<file path="src/design/stq_pkg.sv">
// Shared types and constants of the sorted timer queue.
package stq_pkg;

  localparam int CMD_W   = 2;
  localparam int ID_W    = 8;
  localparam int TICK_W  = 32;

  typedef logic [CMD_W-1:0]  cmd_t;
  typedef logic [ID_W-1:0]   timer_id_t;
  typedef logic [TICK_W-1:0] tick_t;

  localparam cmd_t CMD_SCHEDULE = 2'd0;
  localparam cmd_t CMD_DELETE   = 2'd1;
  localparam cmd_t CMD_QUERY    = 2'd2;
  localparam cmd_t CMD_TICK     = 2'd3;

  localparam logic KIND_ANSWER  = 1'b0;
  localparam logic KIND_EXPIRED = 1'b1;

  localparam logic STATUS_OK    = 1'b0;
  localparam logic STATUS_FULL  = 1'b1;

  // One result transaction.
  typedef struct packed {
    logic      kind;
    timer_id_t timer_id;
    logic      was_armed;
    logic      status;
    logic      have_next;
    tick_t     next_delay;
    logic      last;
  } res_t;

  // Flags of the shared subtract/compare unit.
  typedef struct packed {
    logic ge;
    logic gt;
  } cmp_t;

endpackage

</file>
<file path="src/design/stq_mem.sv">
// Entry storage: one write port, one registered read port.
module stq_mem import stq_pkg::*; #(
  parameter int PW  = 5,
  parameter int IDW = 8
) (
  input  logic           clk,
  input  logic           wr_en,
  input  logic [PW-1:0]  wr_addr,
  input  logic [IDW-1:0] wr_id,
  input  tick_t          wr_exp,
  input  logic           rd_en,
  input  logic [PW-1:0]  rd_addr,
  output logic [IDW-1:0] rd_id,
  output tick_t          rd_exp
);

  localparam int SLOTS = 1 << PW;

  logic [IDW-1:0] ids  [SLOTS];
  tick_t          exps [SLOTS];

  always_ff @(posedge clk) begin
    if (wr_en) begin
      ids[wr_addr]  <= wr_id;
      exps[wr_addr] <= wr_exp;
    end
  end

  // Read data holds while no read is issued.
  always_ff @(posedge clk) begin
    if (rd_en) begin
      rd_id  <= ids[rd_addr];
      rd_exp <= exps[rd_addr];
    end
  end

endmodule

</file>
<file path="config.mk">
export PLATFORM = sky130hd
export DESIGN_NAME = stq_mem
export DESIGN_NICKNAME = d
export VERILOG_FILES = /design/src/design/stq_pkg.sv /design/src/design/stq_mem.sv
export SDC_FILE = /design/constraint.sdc
export NUM_CORES = 1
export LEC_CHECK = 0
export ABC_AREA = 1
export ABC_CLOCK_PERIOD_IN_PS = 4550
export BUFFER_PORTS_ARGS = -buffer_cell sky130_fd_sc_hd__buf_2
export CAP_MARGIN = 20
export CORE_MARGIN = 2
export CORE_UTILIZATION = 35
export DETAILED_ROUTE_END_ITERATION = 7
export GPL_TIMING_DRIVEN = 0
export HOLD_SLACK_MARGIN = 0.1
export MAX_ROUTING_LAYER = met4
export SYNTH_ARGS = -nofsm -noshare
export SYNTH_HDL_FRONTEND = slang
export SYNTH_SLANG_ARGS = --single-unit
</file>
<file path="constraint.sdc">
create_clock -name clk -period 4.55 [get_ports clk]
set_clock_uncertainty 0.1 [all_clocks]
set_input_delay 0.2275 -clock clk [delete_from_list [all_inputs] [get_ports clk]]
set_output_delay 0.2275 -clock clk [all_outputs]
set_load 0.05 [all_outputs]
</file>
# After elaboration in Yosys (flattened, before gate mapping)
# Memory sizes are Yosys's and may differ from the RTL's. A register that Yosys moved wholly into a read port is not among the register bits.
# Index checks and enable logic that the tools add are counted.
classes:
  mux: 2
op_table:
  columns: ["operator", "n"]
  rows:
  - ["$mux W1", 2]
word_totals:
  ram_bits: 1280
  reg_bits: 0
  out_inout_bits: 40
  in_bits: 53
  elab_cells: 4
  mem_count: 2
memory_table:
  columns: ["name", "depth", "width", "read_ports", "rd_ports_with_merged_regs", "write_ports", "line", "text"]
  rows:
  - ["exps", 32, 32, 1, 1, 1, "stq_mem.sv:20", "tick_t exps [SLOTS];"]
  - ["ids", 32, 8, 1, 1, 1, "stq_mem.sv:19", "logic [IDW-1:0] ids [SLOTS];"]

# Depth between registers and ports, before layout
# Gate-level depths: netlist (run 1).
depth:
  word_depth: 2
  ltp_mapped: 11
  ltp_nobuf: 9

# Least setup slack after synthesis (run 1)
# No wires, ideal clock.
synth_path:
  kind: "input to register"
  from: "in wr_addr[0]"
  to: "mem exps[0][0] (netlist bit), enable pin"
  t_arrival_ps: 2214
  setup_time_ps: 437
  required_time_ps: 4013
  setup_slack_ps: 1798
  cell_stages: 3
  n_path_buf: 0
  path_cell_list: "inv_1 nand3_1 nor2_1"
synth_lines:
  columns: ["item", "line", "text"]
  rows:
  - ["from (decl)", "stq_mem.sv:8", "input logic [PW-1:0] wr_addr,"]
  - ["to (decl)", "stq_mem.sv:20", null]
# No word-level cell before the write port.

==> results of run 1 <==
cells by family (layout without fill, tap and decap cells):
kind of cell           count (synthesis)  count (layout)  synth area share
buffers and inverters                283             667            0.0270
AND/OR/NAND/NOR                     2804            2804             0.222
flip-flops                          1320            1320             0.751
other                                  0              13                 0
flip-flops by register name, summed over array words and instances, names as in the netlist:
register and flops:
rd_exp 32, exps 1024, rd_id 8, ids 256
final cells by class:
class | instances | area [um2] | area share
multi-input combinational | 2804 | 12000 | 0.197
antenna | 13 | 32.5 | 0.000534
clock inverter | 56 | 294 | 0.00482
sequential | 1320 | 39600 | 0.650
tap | 2016 | 2520 | 0.0414
clock buffer | 164 | 3530 | 0.0579
buffer | 273 | 1390 | 0.0228
inverter | 10 | 37.5 | 0.000616
timing repair buffer | 164 | 1550 | 0.0254
power breakdown:
part           internal, mW  switching [mW]
combinational         0.446            1.38
clock                  5.51            4.42
sequential             13.6          0.0411
worst reg2reg max path: stages (launching register included):
cell      delay [ps]
edfxtp_1         380
nand2_1           90
nand3_1          110
nand3_1          110
nand2_1           60
nand2_1          100
nand2_1           80
nand2_1          150
nand2_1          150
how the worst max path moves through the flow:
stage	depth (start not counted)	from	endpoint	slack [ps]
6_report	10	rd_addr[2]	rd_exp[6]$_DFFE_PP_	2260
5_1_grt	10	rd_addr[2]	rd_exp[6]$_DFFE_PP_	2380
4_1_cts	10	rd_addr[2]	rd_exp[6]$_DFFE_PP_	2400
3_5_place_dp	10	rd_addr[2]	rd_exp[6]$_DFFE_PP_	1620
3_3_place_gp	4	wr_addr[0]	ids[2][6]$_DFFE_PP_	-300
2_1_floorplan	3	wr_addr[0]	exps[0][0]$_DFFE_PP_	1800
cell usage in the layout, fill, tap and decap left out:
cell,netlist,final
nand2_1,1800,1800
edfxtp_1,1320,1320
nand3_1,972,972
buf_2,181,269
clkbuf_16,0,137
clkbuf_1,44,70
dlygate4sd3_1,0,41
buf_4,36,36
nor2_4,0,32
buf_12,0,32
clkinv_1,0,29
clkinv_2,0,18
diode_2,0,13
buf_1,12,12
inv_1,6,6
inv_2,4,4
inv_6,0,4
clkinvlp_4,0,4
buf_8,0,2
clkbuf_2,0,1
bufinv_16,0,1
buf_16,0,1
per-layer routing:
| metal | global-route usage | vias to the layer above |
|---|---|---|
| li1 | - | 16000 |
| met1 | 0.261 | 16200 |
| met2 | 0.286 | 1535 |
| met3 | 0.0444 | 272 |
| met4 | 0.0679 | 0 |
| met5 | - | - |
metrics by stage:
| step | area [um2] | power (mW) | cells |
|---|---|---|---|
| global placement | 55800 | 15.6 | 6511 |
| global route | 61000 | 26.1 | 6815 |
| detailed placement | 56700 | 15.6 | 6546 |
| CTS | 60900 | 25.5 | 6807 |
| finish | 61000 | 25.4 | 6820 |
| floorplan | 52800 | 14.8 | 4407 |
repair_timing:
item | in CTS | in global routing
hold buffers | 41 | 0
setup buffers | 0 | 0
hold endpoints to repair | 1298 | 0
==> impl_metrics.toml, run 1 <==
[status]
outcome = "completed"

[global_route]
grt_start_max_net_pins = 33
antenna_found_initial = 15
globalRouteTotalUtil = 0.193
grt_pass1_wl_um = 210000
grt_pass1_vias = 32000
grt_overflow = 0

[timing]
worstMarginPinSlew_ps = 1160
max_slew_margin = 0.224
rsz0062_at_grt = "no"
finalHoldViolCount = 0
clock.fmax_mhz = 437
hold-worst-slack_ps = 294
period_minus_slack_ps = 2290
final.setup.tns_ps = 0
finalCritPeriodShare = 0.503
final.setup.worst_slack_ps = 2260
slew_viol_final = 0
setup_violations = 0

[cts]
numCtsBuffers = 130
clockBufferDepth = 3
cts.sinks = 1320
cts_tree = "done"
clk_pin_slew_ps = 50
cts-resized-gates = 0
root_buffer = "clkbuf_16"
clkLatencyLatePin_ps = 750
htreeDepth = 4

[pwr]
peakVddDrop_mv = 0.365
power.static_leakage_nw = 22.2
cellPowerDensity_nw_per_um2 = 416

[hold_path]
hold_depth = 6
hold_path.class = "primary input to register"
hold_start = "rd_addr[3]"
min_to = "rd_exp[1]$_DFFE_PP_"

[placed_design]
place_ws_ps = 1620
io_buffers = 88
place_congestion = 0.926
hpwl_um = 95100

[setup_path]
cp_top_family = "buffers and inverters"
worstSetupEndpointType = "register"
slowest_delay_ps = 680
slowest_stage = "buf_2"
r2r_end = "rd_exp[4]$_DFFE_PP_"
worstSetupPathType = "primary input to register"
crit_path_frequent_cell = "nand2_1"
critPathBufInv = 4
cp.arrival_ps = 2780
critPathLaunchType = "primary input"
path_cells = "buf_2 -> inv_2 -> buf_2 -> buf_2 -> nand3_1 -> nand2_1 -> nand2_1 -> nand2_1 -> nand2_1 -> nand2_1"
r2r_cells = 8
crit_fanout = 10
r2r_slack_ps = 2950
crit_required_ps = 5040
reg2reg_from = "exps[3][4]$_DFFE_PP_"

[synthesis]
synth-edff-count = 1320
postSynthAreaPerCell_um2 = 12.0
synth_ff_type = "edfxtp_1"
async_reset_ff_frac = 0
synth_fp_nets = 4460
yosysSeqAreaShare = 0.751
synth.largest_area_cell = "edfxtp_1"
yosysMostFrequentCell = "nand2_1"
syn_inst = 4407
synth_top_cell_area_share = 0.751
yosysWarningCount = 0
ys_types = 10
synth_commonest_cells = "nand2_1 (1800), edfxtp_1 (1320), nand3_1 (972)"
synth.area.top_cells = "edfxtp_1 (75%), nand2_1 (13%), nand3_1 (9.2%)"
ys_seq_elements = 1320
syn_area_um2 = 52800

[final_layout]
layout-drive-gt1-share = 0.113
syn_to_final_growth_pct = 15.5
fill_cells = 13900
final_util = 0.407
fin_nets = 4756

[floorplan]
die_w_um = 392
die_y_um = 392
rows = 142
dieArea_um2 = 154000
ioPinCount = 93
initial_utilization = 0.353
core_um2 = 150000

[flow_run]
drv_cap = 0

[routing]
wire_per_inst_um = 21.4
route.met3.wl_um = 15700
routed.top_layer = "met4"
vias_per_cell = 5.00
vias = 34100
drt_iter0_markers = 3903
wl_um = 146000
wl_met2_um = 64600
drcViolationCount = 0
dr.pass1.iters = 5
ant_nets = 0
wl_met1_um = 61300
Note: power is estimated with default switching activity, not from simulation.
==> run 2, diff against run 1 <==
- ABC_AREA: 1 -> 0
- ABC_CLOCK_PERIOD_IN_PS: 4550 -> 2000
- clock period: 4.55 -> 2 ns (I/O delays scaled with it)
==> run 2 against run 1 <==
Worst hold slack lost 120 ps. Global-route usage shrank 2.1 points. Non-clock buffer count down 104. Die area is 3.4% lower. Largest power group unchanged.
==> impl_metrics.toml, run 2 <==
[setup_path]
worstSetupEndpointType = "register"
r2r_cells = 5
r2r_end = "rd_exp[19]$_DFFE_PP_"
crit_fanout = 21
r2r_slack_ps = 230
worstSetupPathType = "primary input to register"
cp.arrival_ps = 2270
reg2reg_from = "exps[3][19]$_DFFE_PP_"
critPathLaunchType = "primary input"
crit_required_ps = 2320

[pwr]
peakVddDrop_mv = 1.00
cellPowerDensity_nw_per_um2 = 970
report.power.total_mw = 57.6
power.static_leakage_nw = 20.3

[final_layout]
syn_to_final_growth_pct = 16.4
layout_common_cells = "edfxtp_1 (1320), mux2i_1 (640), clkbuf_16 (139), nand2_1 (123), nand3_1 (122)"
regMostFlops = "exps"
top_regs = "exps x1024, ids x256, rd_exp x32"
final_util = 0.409
largest_reg_flops = 1024
final_common_cell = "edfxtp_1"
fin_nets = 3172
post-route-cell-area_um2 = 59300
layout-drive-gt1-share = 0.131

[cts]
clkLatencyLatePin_ps = 740
htreeDepth = 4
clockBufferDepth = 3
numCtsBuffers = 130
cts_tree = "done"
root_buffer = "clkbuf_16"
cts.sinks = 1320
clk_pin_slew_ps = 70

[timing]
finalCritPeriodShare = 0.971
max_slew_margin = 0.334
rsz0062_at_grt = "no"
final.setup.tns_ps = 0
clock.fmax_mhz = 515
slew_viol_final = 0
period_minus_slack_ps = 1940
finalHoldViolCount = 0
setup_violations = 0
worstMarginPinSlew_ps = 997

[synthesis]
synth_top_cell_area_share = 0.778
yosysMostFrequentCell = "edfxtp_1"
ys_seq_elements = 1320
yosysWarningCount = 0
ys_types = 24
async_reset_ff_frac = 0
postSynthAreaPerCell_um2 = 18.1
syn_area_um2 = 51000
synth_fp_nets = 2867
synth_ff_type = "edfxtp_1"
synth.area.top_cells = "edfxtp_1 (78%), mux2i_1 (13%), a22oi_1 (1.8%)"
syn_inst = 2814
synth-edff-count = 1320
synth_commonest_cells = "edfxtp_1 (1320), mux2i_1 (640), nand2_1 (123)"
yosysSeqAreaShare = 0.778
synth.largest_area_cell = "edfxtp_1"

[placed_design]
place_area_um2 = 54900
place_congestion = 0.767
hpwl_um = 76700
io_buffers = 91

[floorplan]
initial_utilization = 0.351
die_y_um = 386
core_um2 = 145000
ioPinCount = 93
rows = 140
die_w_um = 386
dieArea_um2 = 149000

[global_route]
grt_pass1_wl_um = 180000
grt_overflow = 0
antenna_found_initial = 19
globalRouteTotalUtil = 0.172
grt_start_max_net_pins = 33
grt_pass1_vias = 26000

[hold_path]
min_to = "exps[4][19]$_DFFE_PP_"
hold_depth = 4
hold_path.class = "primary input to register"
hold_start = "wr_addr[3]"

[routing]
drt_iter0_markers = 2516
vias = 26300
vias_per_cell = 5.10
drcViolationCount = 0
wl_um = 125000
wire_per_inst_um = 24.2
dr.pass1.iters = 5
ant_nets = 0

[flow_run]
drv_cap = 0

[status]
outcome = "completed"
## run 2: worst max path at each step
stage / from / end / slack [ps]
floorplan: wr_en / exps[15][0]$_DFFE_PP_ / -610
global placement: wr_en / ids[27][3]$_DFFE_PP_ / -3130
detailed placement: rd_addr[1] / rd_exp[17]$_DFFE_PP_ / -850
CTS: wr_addr[1] / exps[9][27]$_DFFE_PP_ / 50
global route: wr_addr[1] / ids[9][2]$_DFFE_PP_ / 20
finish: wr_addr[0] / ids[30][1]$_DFFE_PP_ / 60
## run 2: critical path, cell delays in order
cell      delay, ps
buf_2           120
nand3b_1        700
nor2_4         1020
buf_12          280
## run 2: final cells by class
cell class | instances | area (um2)
buffer | 160 | 970
multi-input combinational | 1334 | 10600
clock inverter | 62 | 414
timing repair buffer | 173 | 1690
clock buffer | 168 | 3590
tap | 1917 | 2400
sequential | 1320 | 39600
fill | 12800 | 85700
antenna | 18 | 45.0
## run 2: kinds of logic (layout without fill, tap and decap cells)
logic type             after synthesis  count (layout)  synth area share
DFF                               1320            1320             0.778
muxes                              640             640             0.126
AOI/OAI and AO/OA                  360             360            0.0481
and+or+nand+nor                    334             334            0.0295
buffers and inverters              160             563            0.0189
other                                0              18                 0
## run 2: stage by stage
| stage | hold WS, ps | setup WS [ps] | instances |
|---|---|---|---|
| 2_1_floorplan | 98.9 | -612 | 2814 |
| 3_3_place_gp | 542 | -3130 | 4822 |
| 3_5_place_dp | 517 | -846 | 4861 |
| 4_1_cts | 107 | 53.6 | 5134 |
| 5_1_grt | 149 | 15.6 | 5152 |
| 6_report | 171 | 57.8 | 5152 |
## run 2: report_power, final
| part | leakage (nW) | switching, mW | internal, mW | total (mW) |
|---|---|---|---|---|
| sequential | 11.9 | 0.0857 | 30.9 | 31.0 |
| clock | 1.95 | 9.98 | 13.2 | 23.2 |
| combinational | 6.47 | 2.35 | 1.02 | 3.38 |
## run 2: layer usage
metal  share of wire  GRT usage  wire length, um
met5               0          -                0
met4           0.020     0.0466             2480
met3           0.069     0.0377             8660
met2            0.47      0.265            58800
met1            0.44      0.231            54800
## run 2: what timing repair did
action,CTS,global route
cloned,0,0
hold endpoints to repair,1443,0
setup buffers,0,0
endpoints found under the setup margin,2,26
hold buffers,43,0
gates resized for setup,1,5
