<file path="src/design/stq_pkg.sv">
// Shared types and constants of the sorted timer queue.
package stq_pkg;

  localparam int CMD_W   = 2;
  localparam int ID_W    = 8;
  localparam int TICK_W  = 32;

  typedef logic [CMD_W-1:0]  cmd_t;
  typedef logic [ID_W-1:0]   timer_id_t;
  typedef logic [TICK_W-1:0] tick_t;

  localparam cmd_t CMD_SCHEDULE = 2'd0;
  localparam cmd_t CMD_DELETE   = 2'd1;
  localparam cmd_t CMD_QUERY    = 2'd2;
  localparam cmd_t CMD_TICK     = 2'd3;

  localparam logic KIND_ANSWER  = 1'b0;
  localparam logic KIND_EXPIRED = 1'b1;

  localparam logic STATUS_OK    = 1'b0;
  localparam logic STATUS_FULL  = 1'b1;

  // One result transaction.
  typedef struct packed {
    logic      kind;
    timer_id_t timer_id;
    logic      was_armed;
    logic      status;
    logic      have_next;
    tick_t     next_delay;
    logic      last;
  } res_t;

  // Flags of the shared subtract/compare unit.
  typedef struct packed {
    logic ge;
    logic gt;
  } cmp_t;

endpackage

</file>
<file path="src/design/stq_alu.sv">
// Shared 32-bit subtract and compare unit.
module stq_alu import stq_pkg::*; (
  input  tick_t a,
  input  tick_t b,
  output tick_t diff,
  output cmp_t  flags
);

  logic [TICK_W:0] wide;

  assign wide     = {1'b0, a} - {1'b0, b};
  assign diff     = wide[TICK_W-1:0];
  assign flags.ge = ~wide[TICK_W];
  assign flags.gt = ~wide[TICK_W] & (wide[TICK_W-1:0] != '0);

endmodule

</file>
<file path="src/design/stq_ctrl.sv">
// Command sequencer: scans, shifts and pops the sorted ring entry by entry.
module stq_ctrl import stq_pkg::*; #(
  parameter int TIMERS = 32,
  parameter int IDW    = 8,
  parameter int PW     = 5,
  parameter int CW     = 6
) (
  input  logic           clk,
  input  logic           rst,
  input  logic           accept,
  input  cmd_t           cmd,
  input  logic [IDW-1:0] timer_id,
  input  tick_t          expiry,
  input  tick_t          now_tick,
  output logic           idle,
  output logic           res_valid,
  output res_t           res,
  input  logic           res_take,
  output logic           wr_en,
  output logic [PW-1:0]  wr_addr,
  output logic [IDW-1:0] wr_id,
  output tick_t          wr_exp,
  output logic           rd_en,
  output logic [PW-1:0]  rd_addr,
  input  logic [IDW-1:0] rd_id,
  input  tick_t          rd_exp
);

  localparam logic [3:0] S_IDLE    = 4'd0;
  localparam logic [3:0] S_FIND    = 4'd1;
  localparam logic [3:0] S_ROUTE   = 4'd2;
  localparam logic [3:0] S_REM     = 4'd3;
  localparam logic [3:0] S_INS_RD  = 4'd4;
  localparam logic [3:0] S_INS_CMP = 4'd5;
  localparam logic [3:0] S_TICK    = 4'd6;
  localparam logic [3:0] S_POP_RD  = 4'd7;
  localparam logic [3:0] S_POP_CMP = 4'd8;
  localparam logic [3:0] S_FIN_RD  = 4'd9;
  localparam logic [3:0] S_FIN_OUT = 4'd10;

  localparam logic [CW-1:0] ONE  = CW'(1);
  localparam logic [CW-1:0] FULL = CW'(TIMERS);

  logic [3:0]     state;
  cmd_t           cmd_r;
  logic [IDW-1:0] id_r;
  tick_t          exp_r;
  tick_t          now_r;
  tick_t          cur_tick;
  logic [PW-1:0]  head;
  logic [CW-1:0]  count;
  logic [CW-1:0]  scan;
  logic [CW-1:0]  chk_idx;
  logic           chk_vld;
  logic [CW-1:0]  hole;
  logic           found;
  logic           status_r;

  logic [CW-1:0]  rd_lidx;
  logic [CW-1:0]  wr_lidx;
  tick_t          alu_a;
  tick_t          alu_b;
  tick_t          diff;
  cmp_t           flags;
  logic           hit;
  logic           more;

  stq_alu u_alu (
    .a     (alu_a),
    .b     (alu_b),
    .diff  (diff),
    .flags (flags)
  );

  assign idle    = (state == S_IDLE);
  assign hit     = chk_vld && (rd_id == id_r);
  assign more    = (scan < count);
  assign rd_addr = head + rd_lidx[PW-1:0];
  assign wr_addr = head + wr_lidx[PW-1:0];

  always_comb begin
    rd_en     = 1'b0;
    rd_lidx   = '0;
    wr_en     = 1'b0;
    wr_lidx   = hole;
    wr_id     = id_r;
    wr_exp    = exp_r;
    alu_a     = rd_exp;
    alu_b     = cur_tick;
    res_valid = 1'b0;
    res       = '0;
    unique case (state)
      S_FIND: begin
        rd_en   = more;
        rd_lidx = scan;
      end
      S_REM: begin
        rd_en   = more;
        rd_lidx = scan;
        wr_en   = chk_vld;
        wr_lidx = chk_idx - ONE;
        wr_id   = rd_id;
        wr_exp  = rd_exp;
      end
      S_INS_RD: begin
        if (hole != '0) begin
          rd_en   = 1'b1;
          rd_lidx = hole - ONE;
        end else begin
          wr_en = 1'b1;
        end
      end
      S_INS_CMP: begin
        alu_b = exp_r;
        wr_en = 1'b1;
        if (flags.ge) begin
          wr_id  = rd_id;
          wr_exp = rd_exp;
          if (hole > ONE) begin
            rd_en   = 1'b1;
            rd_lidx = hole - CW'(2);
          end
        end
      end
      S_TICK: begin
        alu_a = now_r;
      end
      S_POP_RD, S_FIN_RD: begin
        rd_en = (count != '0);
      end
      S_POP_CMP: begin
        res_valid     = ~flags.gt;
        res.kind      = KIND_EXPIRED;
        res.timer_id  = ID_W'(rd_id);
        res.was_armed = 1'b1;
      end
      S_FIN_OUT: begin
        res_valid      = 1'b1;
        res.kind       = KIND_ANSWER;
        res.timer_id   = (cmd_r == CMD_TICK) ? '0 : ID_W'(id_r);
        res.was_armed  = found;
        res.status     = status_r;
        res.have_next  = (count != '0);
        res.next_delay = ((count != '0) && flags.gt) ? diff : '0;
        res.last       = 1'b1;
      end
      default: ;
    endcase
  end

  always_ff @(posedge clk) begin
    if (rst) begin
      state    <= S_IDLE;
      count    <= '0;
      head     <= '0;
      cur_tick <= '0;
      chk_vld  <= 1'b0;
    end else begin
      unique case (state)
        S_IDLE: begin
          if (accept) begin
            cmd_r    <= cmd;
            id_r     <= timer_id;
            exp_r    <= expiry;
            now_r    <= now_tick;
            found    <= 1'b0;
            status_r <= STATUS_OK;
            scan     <= '0;
            chk_vld  <= 1'b0;
            state    <= (cmd == CMD_TICK) ? S_TICK : S_FIND;
          end
        end
        S_FIND: begin
          if (hit) begin
            found <= 1'b1;
            state <= S_ROUTE;
          end else if (!more && !chk_vld) begin
            state <= S_ROUTE;
          end else begin
            chk_vld <= more;
            chk_idx <= scan;
            if (more) scan <= scan + ONE;
          end
        end
        S_ROUTE: begin
          chk_vld <= 1'b0;
          scan    <= chk_idx + ONE;
          hole    <= count;
          if ((cmd_r == CMD_QUERY) || (cmd_r == CMD_TICK)) begin
            state <= S_FIN_RD;
          end else if (found) begin
            state <= S_REM;
          end else if (cmd_r == CMD_DELETE) begin
            state <= S_FIN_RD;
          end else if (count == FULL) begin
            status_r <= STATUS_FULL;
            state    <= S_FIN_RD;
          end else begin
            state <= S_INS_RD;
          end
        end
        S_REM: begin
          if (!more && !chk_vld) begin
            count <= count - ONE;
            hole  <= count - ONE;
            state <= (cmd_r == CMD_SCHEDULE) ? S_INS_RD : S_FIN_RD;
          end else begin
            chk_vld <= more;
            chk_idx <= scan;
            if (more) scan <= scan + ONE;
          end
        end
        S_INS_RD: begin
          if (hole == '0) begin
            count <= count + ONE;
            state <= S_FIN_RD;
          end else begin
            state <= S_INS_CMP;
          end
        end
        S_INS_CMP: begin
          if (flags.ge) begin
            hole <= hole - ONE;
            if (hole == ONE) state <= S_INS_RD;
          end else begin
            count <= count + ONE;
            state <= S_FIN_RD;
          end
        end
        S_TICK: begin
          if (flags.gt) cur_tick <= now_r;
          state <= S_POP_RD;
        end
        S_POP_RD: begin
          state <= (count == '0) ? S_FIN_OUT : S_POP_CMP;
        end
        S_POP_CMP: begin
          if (flags.gt) begin
            state <= S_FIN_OUT;
          end else if (res_take) begin
            head  <= head + PW'(1);
            count <= count - ONE;
            state <= S_POP_RD;
          end
        end
        S_FIN_RD: begin
          state <= S_FIN_OUT;
        end
        S_FIN_OUT: begin
          if (res_take) state <= S_IDLE;
        end
        default: state <= S_IDLE;
      endcase
    end
  end

endmodule

</file>
<file path="config.mk">
export PLATFORM = sky130hd
export DESIGN_NAME = stq_ctrl
export DESIGN_NICKNAME = d
export VERILOG_FILES = /design/src/design/stq_pkg.sv /design/src/design/stq_alu.sv /design/src/design/stq_ctrl.sv
export SDC_FILE = /design/constraint.sdc
export NUM_CORES = 1
export LEC_CHECK = 0
export BUFFER_PORTS_ARGS = -buffer_cell sky130_fd_sc_hd__buf_2
export CAP_MARGIN = 10
export CELL_PAD_IN_SITES_DETAIL_PLACEMENT = 1
export CELL_PAD_IN_SITES_GLOBAL_PLACEMENT = 2
export CORE_AREA = 4 4 186 188
export DETAILED_ROUTE_END_ITERATION = 10
export DIE_AREA = 0 0 190 192
export PLACE_DENSITY = 0.76
export SYNTH_ARGS = -nofsm -noshare
export SYNTH_HDL_FRONTEND = slang
export SYNTH_SLANG_ARGS = --single-unit
</file>
<file path="constraint.sdc">
create_clock -name clk -period 4.97 [get_ports clk]
set_clock_uncertainty 0.05 [all_clocks]
set_input_delay 0 -clock clk [delete_from_list [all_inputs] [get_ports clk]]
set_output_delay 0 -clock clk [all_outputs]
set_load 0.05 [all_outputs]
</file>
# == Word level (Yosys, flattened, before mapping) ==
# Index checks and enable logic that the tools add are counted.
# op_classes
add_sub_neg,11
n_lt_le_gt_ge,2
n_eq_ne,34
mux,67
bitwise_logic,4
reduce_logical,32
# ops
cell,count
2-to-1 mux 32 bit,4
2-to-1 mux 6 bit,12
one-hot mux 32 bit (2 select lines),1
2-to-1 mux 4 bit,15
one-hot mux 6 bit (4 select lines),2
one-hot mux 4 bit (11 select lines),1
2-to-1 mux 35 bit,1
subtractor 32 x 32 -> 33 bit,1
nonzero test 32 bit,1
!= test 2 bit (second input constant),13
2-to-1 mux 5 bit,4
one-hot mux 10 bit (2 select lines),1
adder 6 x 1 -> 6 bit (second input constant),3
one-hot mux 6 bit (3 select lines),1
equality test 4 x 3 -> 1 bit (second input constant),4
2-to-1 mux 8 bit,2
one-hot mux 8 bit (2 select lines),1
one-hot mux 5 bit (3 select lines),1
equality test 4 bit (second input constant),3
zero test 6 bit,2
2-to-1 mux 1 bit,12
one-hot mux 6 bit (2 select lines),1
AND reduction 3 bit,4
AND reduction 4 bit,3
37 further kinds,57
# word_totals
ff_bits,142
inputBits,118
wordCells,164

# == Depth between registers and ports, before layout ==
# Gate-level depths: netlist (run 1).
# depth
depth_word,8
depth_mapped,27
mapped_depth_nobuf,26

# == By module ==
# From an unflattened synthesis (run 1), not the netlist that was laid out.
# unflattened
hier_cells,1144
area_unflattened_um2,10132.2
# modules_own_cells
mod,instances,cells_each,area_per_inst_um2,seq_area_each_um2
stq_ctrl,1,814,7960.1,3783.6
stq_alu,1,330,2172.1,0.0

# == Worst setup path after synthesis (run 1) ==
# Ideal clock, no wire load.
# synth_path
path_kind,reg-to-output
start,register state[3]
end,output port rd_addr[4]
t_arrival_ps,5983
required_ps,4920
setup_slack_ps,-1063
path_stages_with_launch,28
cell_sequence,dfxtp_1 nand2b_1 clkbuf_1 nor3_1 clkbuf_1 nand2_1 nand2_1 ha_1 inv_1 fa_1 a21o_1 a221o_1 o211ai_4 nor2_1 o211ai_1 a21boi_0 o21a_1 nand3_1 nor2_1 a211o_1 ha_1 inv_1 fa_1 inv_1 a21o_1 a21oi_1 xor2_1 xnor2_1
# synth_via
elab_chain_cells,6
# synth_lines
element,line_no,text
start: declaration,stq_ctrl.sv:44,logic [3:0] state;
start signal: assignment,stq_ctrl.sv:170,state <= (cmd == CMD_TICK) ? S_TICK : S_FIND;
start signal: assignment,stq_ctrl.sv:206,state <= (cmd_r == CMD_SCHEDULE) ? S_INS_RD : S_FIN_RD;
start signal: assignment,stq_ctrl.sv:235,state <= (count == '0) ? S_FIN_OUT : S_POP_CMP;
equality test 4 x 3 -> 1 bit,stq_ctrl.sv:92,unique case (state)
2-to-1 mux 32 bit,stq_ctrl.sv:92,
subtractor 32 x 32 -> 33 bit,stq_alu.sv:11,"assign wide = {1'b0, a} - {1'b0, b};"
2-to-1 mux 5 bit,stq_ctrl.sv:116,if (flags.ge) begin
one-hot mux 5 bit (3 select lines) *,stq_ctrl.sv:92,
adder 5 bit *,stq_ctrl.sv:78,assign rd_addr = head + rd_lidx[PW-1:0];
end: declaration,stq_ctrl.sv:24,"output logic [PW-1:0] rd_addr,"
# Mark *: on every way between the ends. The rest lies on a longest branch, timed or not.

# == Worst setup path after layout (run 1) ==
# Ends and elaborated chain as after synthesis.

==> run summary, run 1 <==
Clock sink count - 142
Filler cells - 3704
Drt total wl - 39600 um
Cts bufs inserted - 17
DP HPWL - 27900 um
Yosys top cell by area - edfxtp_1
I/O Buffers - 216
Routed vias - 9987
CP endpoint kind - output pin
Post-synth top area share - 28.0%
Residual DRC count - 0
Area delta synth->final - 52.7%
Fmax - 0.188 GHz
Final WS setup - -0.350 ns
Synth Cell Area - 0.0101 mm2
Avg Synthesized Cell Area - 9.60 um2
Crit path launch type - register
Post-route ant nets - 0
Design Power - 0.00610 W
I/O pin total - 217
Period minus WS final - 5.32 ns
Max_slew headroom - 24.0%
Starting DRT DRC Count - 506
Share of flip-flops with an asynchronous set or reset - 0%
Clock transition at path regs - 0.06 ns
Top delay family on crit path - compound AO/OA/AOI/OAI gates
Max Slew Vio Count - 0
Failing checks - setup timing
Hold Crit Class - in2reg
Die Span Y - 192 um
R2R cell count - 24
Wire length on met2 - 20100 um
Vias in the first global route - 10600
CTS max path bufs - 2
Die Wd - 190 um
VDD IR max - 0.212 mV
Hold depth - 3
Mapped Cells - 1049
Net Count, Synth - 1226
Area of the multi-input gates - 0.00672 mm2
Status - finished, violations left
Critical Path AT - 5.27 ns
Share of post-route cells with drive strength above 1 - 41.7%
Crit Reg-Reg Startpoint - state[3]$_SDFFE_PP0P_
Htree depth - 4
Met3 wire len - 1300 um
WHS Endpoint - cur_tick[28]$_SDFFE_PP0P_
Largest net degree at the start of global routing - 75
Row count - 67
Top_reg_cell synth - edfxtp_1
FF+latch count, synth - 142
Slew @ Worst Pin - 1.14 ns
Synth top area cells - edfxtp_1, dfxtp_1, mux2_2, mux2i_1, ha_1
Reg area - 0.00379 mm2
DR vias/cell - 5.15
Critical path peak fanout - 8
Warnings from Yosys - 0
Clock Latency Late Sink - 0.44 ns
Pwr/cell area - 397 mW/mm2
Leak pwr - 6.09 nW
CP max stage delay - 0.41 ns
Maxcap violations - 0
Die ar. - 0.0365 mm2
Flop2flop setup slack - -0.12 ns
CTS tree - built
Gr ovfl total - 0
Final Hold Viols - 0
Total track usage - 20.5%
Gpl congestion - 0.904
First-pass DRT Iterations - 5
Buf/Inv on CP - 5
EDFF count, synth - 94
DRT met1 WL - 17500 um
CTS root buf - clkbuf_16
Slowest-stage cell, CP - a221o_1
Core area - 0.0331 mm2
Reg2reg end - cur_tick[24]$_SDFFE_PP0P_
Final nets - 1654
DP Worst Slack - -0.188 ns
Final period utilization - 107%
Wire per inst - 20.4 um
Min-delay src - rst
RSZ-0062 raised after global routing - true
Post-synth cell types - 75
Initial antenna violation count - 0
Crit path kind - reg2out
Initial core utilization - 30.4%
Ant. Diodes - 0
Worst Path Required - 4.92 ns
First-pass GRT wire length - 59400 um
Highest Signal Layer - met4
Final setup viols - 58
Register area share after synthesis - 37.6%
-- synth_stat cells, types with 5 or more instances --
cell and instances:
dfxtp_1 48, o21a_1 8, nand3_1 22, and3_1 10
o211ai_1 11, a22o_1 9, buf_2 12, edfxtp_1 94
a21oi_1 63, a31oi_1 6, mux2i_1 73, o21ai_1 5
or3_1 12, inv_1 37, clkbuf_1 33, o31ai_1 7
a21o_1 21, nor2_1 106, nor3_1 29, nand2_1 85
xnor2_1 26, o221ai_1 9, nand4_1 13, o21ai_0 44
a2111oi_0 5, and2_1 6, xor2_1 20, mux2_2 71
nor2b_1 10, a21boi_0 7, nor4_1 8, nand2b_1 8
ha_1 56
-- tightest hold or removal path, cell delays in order --
cell	delay, ns
buf_2	0.10
buf_4	0.33
nor2_1	0.16
-- where the power goes --
group	internal (W)	switching [W]	total [W]	leakage, nW
Sequential	0.00151	0.000178	0.00169	1.26
Combinational	0.00117	0.00191	0.00308	4.55
Clock	0.000766	0.000558	0.00132	0.278
Total	0.00345	0.00265	0.00610	6.09
-- layer usage --
| metal | global-route usage, % | vias up |
|---|---|---|
| li1 | - | 4773 |
| met1 | 26.5 | 4943 |
| met2 | 36.0 | 220 |
| met3 | 3.04 | 51 |
| met4 | 5.12 | 0 |
| met5 | 0 | - |
-- area by class of cell --
type,instances,area share (%)
clock buffer,19,2.95
clock inverter,13,0.903
inverter,37,0.903
multi-input combinational,822,43.7
sequential,142,24.6
tap,448,3.65
timing repair buffer,457,23.3
-- cell families (layout without fill, tap and decap cells) --
kind of cell,Yosys count,count (layout),synth area share [%]
mux,144,144,15.2
xor+xnor,47,47,4.16
compound gates,238,238,16.0
flops,142,142,37.6
buf+inv,85,526,3.54
fa+ha+maj,59,59,7.55
simple gates,334,334,16.0
-- through the flow --
stage                     instance area (um2)  hold slack [ns]  TNS, ns  instances  utilization [%]
after floorplan                         10200           0.0489   -0.487       1049                -
after global placement                  12700            0.127   -0.110       1789             38.2
after detailed placement                12700            0.128   -0.672       1789             38.2
after CTS                               14800          0.00601    -1.36       1920             44.6
after global routing                    15400            0.184   -18.18       1938             46.4
final                                   15400            0.155    -5.19       1938             46.4
-- cells in the final DEF (no fill, tap or decap), types with 9 or more instances in the layout --
master / Yosys / routed
nor3_1: 29 / 26
dlygate4sd3_1: 0 / 76
mux2i_2: 0 / 11
o211ai_1: 11 / 11
clkbuf_16: 0 / 21
nor2_4: 0 / 9
nand2_1: 85 / 81
nor2_2: 1 / 14
a22o_1: 9 / 9
ha_1: 56 / 43
dfxtp_1: 48 / 46
ha_4: 0 / 10
xor2_1: 20 / 19
inv_1: 37 / 32
edfxtp_1: 94 / 94
nand3_1: 22 / 19
a21o_1: 21 / 21
o21ai_1: 5 / 9
buf_4: 0 / 133
buf_6: 3 / 33
mux2_2: 71 / 70
nor2_1: 106 / 84
o21ai_0: 44 / 36
nor2b_1: 10 / 10
xnor2_1: 26 / 23
a21oi_1: 63 / 44
a21oi_2: 0 / 16
buf_2: 12 / 189
nand4_1: 13 / 13
buf_12: 0 / 14
o221ai_1: 9 / 9
mux2i_1: 73 / 59
-- sequential cells by signal, indices dropped and copies added, names as in the netlist, 2 cells and up --
name,count
state,4
scan,6
hole,6
cmd_r,2
cur_tick,32
exp_r,32
now_r,32
id_r,8
chk_idx,6
count,6
head,5
-- worst max path at each step --
stage                                from                     to  cells after the start
CTS                 state[3]$_SDFFE_PP0P_             rd_addr[4]                     26
finish              state[3]$_SDFFE_PP0P_             rd_addr[4]                     25
floorplan           state[3]$_SDFFE_PP0P_                res[10]                     21
global route        state[3]$_SDFFE_PP0P_             rd_addr[4]                     27
detailed placement  state[3]$_SDFFE_PP0P_             rd_addr[4]                     24
global placement    state[3]$_SDFFE_PP0P_  state[2]$_SDFFE_PP0P_                     21
-- timing repair --
item,in CTS,in global routing
hold endpoints to repair,75,1
cloned,1,5
gates resized for setup,133,105
setup buffers,27,18
pin swaps,37,40
endpoints found under the setup margin,82,105
hold buffers,75,1
Power figures use the tool's default switching activity.
==> run 2, diff against run 1 <==
- CELL_PAD_IN_SITES_DETAIL_PLACEMENT: 1 -> 0
- CELL_PAD_IN_SITES_GLOBAL_PLACEMENT: 2 -> 1
- CORE_AREA: 4 4 186 188 -> 4 4 168 170
- DIE_AREA: 0 0 190 192 -> 0 0 172 174
==> run summary, run 2 (synthesis gave the netlist of run 1 again) <==
Maxcap violations - 0 (unchanged)
Post-route ant nets - 0 (unchanged)
Fin cells - 1817 (-6.2%)
Vias in the first global route - 9955 (-6.0%)
Row count - 60 (-10%)
Most common cell on crit path - buf_12
Slowest-stage cell, CP - or3_4
Residual DRC count - 0 (unchanged)
Clock Latency Late Sink - 0.43 ns (about the same)
Sw frac - 42.4% (-1.0 points)
Largest net degree at the start of global routing - 57 (-24%)
Leading cell type in the layout, fill and taps excluded - buf_2
I/O Buffers - 216 (unchanged)
Crit. Startpoint - state[3]$_SDFFE_PP0P_
Clock transition at path regs - 0.07 ns (about the same)
Wire per inst - 18.8 um (-7.8%)
Biggest regs - cur_tick x32, exp_r x32, now_r x32
Failing checks - setup timing
Crit path launch type - register
Htree depth - 4 (unchanged)
Gpl congestion - 0.900 (-0.44%)
Sequential share of power - 27.5% (-0.2 points)
First-pass GRT wire length - 52200 um (-12%)
Fmax - 0.189 GHz (+0.39%)
I/O pin total - 217 (unchanged)
Max Slew Vio Count - 0 (unchanged)
Crit path kind - reg2out
Area delta synth->final - 49.5%
CTS root buf - clkbuf_16
Min-delay src - res_take
Core area - 0.0267 mm2 (-19%)
Total track usage - 21.6% (+1.2 points)
CP max stage delay - 0.40 ns (about the same)
Sw power - 0.00258 W (-2.4%)
Drt total wl - 34200 um (-14%)
Initial antenna violation count - 0 (unchanged)
CP endpoint kind - output pin
Most frequent cells in the layout - buf_2, buf_4, edfxtp_1
Initial core utilization - 37.7% (+7.3 points)
Critical Path AT - 5.25 ns (-0.02 ns)
Die ar. - 0.0299 mm2 (-18%)
Cts bufs inserted - 17 (unchanged)
First-pass DRT Iterations - 6 (+1)
DR vias/cell - 5.43 (+5.4%)
Final WS setup - -0.329 ns (+0.0205 ns)
Leak pwr - 6.05 nW (-0.69%)
Placed insts - 1655 (-7.5%)
Pwr/cell area - 405 mW/mm2 (+2.1%)
Hold Crit Class - in2reg
Share of total power in the clock network - 23.5% (+1.8 points)
Final nets - 1640 (-0.85%)
Share of post-route cells with drive strength above 1 - 39.3% (-2.4 points)
Crit Reg-Reg Startpoint - state[3]$_SDFFE_PP0P_
Starting DRT DRC Count - 662 (+31%)
CTS tree - built
Status - finished, violations left
DP HPWL - 24400 um (-13%)
Design Power - 0.00610 W (about the same)
Period minus WS final - 5.30 ns (-0.0205 ns)
VDD IR max - 0.228 mV (+7.7%)
Top delay family on crit path - simple AND/OR/NAND/NOR gates
Worst Path Required - 4.92 ns (about the same)
Final period utilization - 107% (-0.41 points)
Gr ovfl total - 0 (unchanged)
Clock sink count - 142 (unchanged)
Slew @ Worst Pin - 0.926 ns (-0.214 ns)
Ant. Diodes - 0 (unchanged)
Final Hold Viols - 0 (unchanged)
Routed vias - 9866 (-1.2%)
Die Span Y - 174 um (-9.4%)
WHS - 0.00246 ns (-0.152 ns)
Critical path peak fanout - 5 (-3)
RSZ-0062 raised after global routing - true
Max_slew headroom - 38.2% (+14 points)
Buf/Inv on CP - 8 (+3)
Final setup viols - 68 (+17%)
Die Wd - 172 um (-9.5%)
Comb pwr share - 49.0% (-1.6 points)
CTS max path bufs - 2 (unchanged)
Internal power - 0.00351 W (+1.8%)
## run 2: cell types whose count changed in the layout (fill, tap and decap cells not counted), sizes merged
cell	delta
buf	-12
clkinvlp	-1
clkinv	-3
inv	+3
bufinv	+2
clkbuf	-2
dlygate4sd3	-1
## run 2: area by class of cell
type | count | area [um2]
multi-input cells | 822 | 6550
repair buffers | 443 | 3520
well taps | 341 | 427
inverters | 37 | 139
fillers | 2309 | 11700
clock buffers | 18 | 429
clock inverters | 14 | 208
flip-flops and latches | 142 | 3790
## run 2: timing repair
action                                 CTS  global route
endpoints found under the hold margin   75             0
setup endpoints to repair               66            98
buffers inserted                        16            39
cloned                                   2             4
gates resized for setup                 96           118
pin swaps                               21            40
hold buffers                            75             0
## run 2: power by group through the flow
stage	clock (W)	sequential, W	combinational (W)
final	0.00143	0.00168	0.00299
after global routing	0.00150	0.00170	0.00322
after CTS	0.00146	0.00167	0.00279
after detailed placement	0	0.00169	0.00266
after global placement	0	0.00168	0.00266
after floorplan	0	0.00163	0.00187
## run 2: through the flow
| step | worst slack (ns) | util, % | area (um2) | setup TNS [ns] |
|---|---|---|---|---|
| 4_1_cts | -0.199 | 53.1 | 14200 | -0.693 |
| 2_1_floorplan | -0.131 | - | 10200 | -0.487 |
| 3_5_place_dp | -0.0490 | 46.0 | 12300 | -0.776 |
| 3_3_place_gp | -0.00545 | 46.0 | 12300 | -0.0308 |
| 5_1_grt | -0.568 | 56.4 | 15100 | -24.89 |
| 6_report | -0.329 | 56.4 | 15100 | -11.56 |
## run 2: layer usage
| layer | global-route usage (%) | vias to the layer above | wire length [um] |
|---|---|---|---|
| met3 | 3.53 | 59 | 1800 |
| met5 | 0 | - | 0 |
| met4 | 6.45 | 0 | 825 |
| met2 | 35.5 | 329 | 16500 |
| met1 | 29.3 | 4734 | 15100 |
| li1 | - | 4744 | - |
## run 2: path summary, 6_finish.rpt
kind / to / slack (ns) / cells after the start
min reg2reg: cur_tick[8]$_SDFFE_PP0P_ / 0.44 / 2
min: state[3]$_SDFFE_PP0P_ / 0.002 / 3
max: rd_addr[4] / -0.33 / 26
max reg2reg: cur_tick[3]$_SDFFE_PP0P_ / -0.20 / 28
## run 2: worst reg2reg max path, delay by kind of cell (launching register included)
family | cells | cell delay, ns
fa+ha+maj | 2 | 0.47
compound gates | 3 | 0.67
mux | 1 | 0.17
xor+xnor | 1 | 0.16
flops | 1 | 0.33
buf+inv | 11 | 1.34
simple gates | 10 | 1.87
==> run 3, diff against run 2 <==
- REMOVE_ABC_BUFFERS: not set -> 1
==> run summary, run 3 (synthesis gave the netlist of run 1 again) <==
Design Power - 0.00582 W (-4.5%)
Leak pwr - 6.03 nW (-0.25%)
First-pass DRT Iterations - 5 (-1)
Largest net degree at the start of global routing - 56 (-1.8%)
VDD IR max - 0.228 mV (-0.33%)
Starting DRT DRC Count - 597 (-9.8%)
Initial core utilization - 37.7% (unchanged)
Total track usage - 21.5% (-0.12 points)
CTS root buf - clkbuf_16
Critical Path AT - 5.06 ns (-0.19 ns)
Final core utilization - 55.5% (-0.87 points)
Biggest regs - cur_tick x32, exp_r x32, now_r x32
Initial antenna violation count - 1 (+1)
Post-route ant nets - 0 (unchanged)
I/O Buffers - 216 (unchanged)
Final setup viols - 3 (-96%)
Slew @ Worst Pin - 0.944 ns (+0.0172 ns)
Failing checks - setup timing
Clock sink count - 142 (unchanged)
Die Wd - 172 um (unchanged)
CTS tree - built
Core area - 0.0267 mm2 (unchanged)
Row count - 60 (unchanged)
Final WS setup - -0.140 ns (+0.190 ns)
Gpl congestion - 0.899 (-0.21%)
CP endpoint kind - output pin
DP HPWL - 24300 um (-0.43%)
Clock transition at path regs - 0.06 ns (about the same)
Die Span Y - 174 um (unchanged)
Vias in the first global route - 9882 (-0.73%)
Die ar. - 0.0299 mm2 (unchanged)
Max_slew headroom - 36.9% (-1.3 points)
Status - finished, violations left
Final period utilization - 103% (-3.8 points)
Wire per inst - 18.2 um (-3.1%)
Crit path launch type - register
Final Hold Viols - 0 (unchanged)
Pwr/cell area - 392 mW/mm2 (-3.0%)
Residual DRC count - 0 (unchanged)
Leading cell type in the layout, fill and taps excluded - buf_2
Max Slew Vio Count - 0 (unchanged)
I/O pin total - 217 (unchanged)
RSZ-0062 raised after global routing - true
Maxcap violations - 0 (unchanged)
Most frequent cells in the layout - buf_2, buf_4, nor2_1
Crit path kind - reg2out
Area delta synth->final - 47.2%
Htree depth - 4 (unchanged)
CTS max path bufs - 2 (unchanged)
Clock Latency Late Sink - 0.43 ns (about the same)
DR vias/cell - 5.35 (-1.6%)
Hold Crit Class - in2reg
Worst Path Required - 4.92 ns (about the same)
Flop2flop setup slack - -0.03 ns (+0.17 ns)
First-pass GRT wire length - 52000 um (-0.38%)
Gr ovfl total - 0 (unchanged)
Drt total wl - 33500 um (-2.1%)
Final nets - 1658 (+1.1%)
Filler cells - 2318 (+0.39%)
DP Worst Slack - -0.191 ns (-0.141 ns)
Share of post-route cells with drive strength above 1 - 39.0% (-0.27 points)
Cts bufs inserted - 17 (unchanged)
Routed vias - 9814 (-0.53%)
Critical path peak fanout - 5 (unchanged)
Fmax - 0.196 GHz (+3.7%)
Period minus WS final - 5.11 ns (-0.190 ns)
run 3: changes by cell type in the layout (fill, tap and decap cells not counted), sizes merged:
| cell | change |
|---|---|
| buf | +17 |
| clkinv | +4 |
| diode | +1 |
| bufinv | -3 |
| inv | -1 |
| a21oi | +1 |
run 3: final timing paths:
check | depth (start not counted) | endpoint | startpoint
hold / removal | 3 | state[3]$_SDFFE_PP0P_ | res_take
setup / recovery | 25 | rd_addr[4] | state[3]$_SDFFE_PP0P_
setup reg to reg | 25 | cur_tick[29]$_SDFFE_PP0P_ | state[3]$_SDFFE_PP0P_
hold reg to reg | 2 | cur_tick[1]$_SDFFE_PP0P_ | cur_tick[1]$_SDFFE_PP0P_
run 3: report_power, final:
part	total (W)	internal [W]	switching, W
sequential	0.00167	0.00151	0.000162
combinational	0.00290	0.00111	0.00179
clock	0.00125	0.000696	0.000554
total	0.00582	0.00331	0.00251
run 3: layout make-up:
class                           instances  area [um2]  area share (%)
Antenna cell                            1        2.50          0.0169
Clock buffer                           18         429            2.89
Clock inverter                         14         135           0.911
Inverter                               37         139           0.937
Multi-Input combinational cell        823        6450            43.5
Sequential cell                       142        3790            25.5
Tap cell                              341         427            2.88
Timing Repair Buffer                  460        3450            23.3
run 3: what timing repair did:
action	in CTS	in global routing
resized for setup	110	47
hold buffers	75	0
setup buffers	20	12
endpoints found under the setup margin	91	94
cloned	2	3
endpoints found under the hold margin	75	0
pin swaps	28	23
run 3: worst max-delay path, cell delays in order, from the launching register on:
cell,delay [ns]
dfxtp_2,0.32
nand2b_4,0.16
nor2_4,0.18
buf_12,0.13
buf_6,0.11
mux2_2,0.36
ha_4,0.25
a21o_1,0.17
a221o_1,0.42
o211ai_4,0.27
nor2_4,0.06
o211ai_1,0.20
a21boi_2,0.10
o21a_4,0.22
nand3_4,0.09
nor2_2,0.04
a211o_1,0.27
ha_2,0.18
inv_2,0.05
fa_2,0.20
inv_2,0.03
a21o_1,0.15
a21oi_2,0.14
xor2_1,0.19
xnor2_1,0.13
buf_4,0.21
run 3: stage by stage:
stage	setup TNS, ns	hold slack, ns	std cells	cell area [um2]
global route	-9.15	0.0428	1836	14800
detailed placement	-6.24	0.128	1692	12500
global placement	-1.94	0.127	1692	12500
finish	-0.189	0.0276	1836	14800
floorplan	-446.72	0.0191	1001	9850
CTS	-0.400	0.0226	1820	14500
run 3: metal layers:
layer	track usage [%]	share of wire, %
met1	27.8	43
met2	37.8	50
met3	3.30	4.6
met4	4.78	1.8
met5	0	0
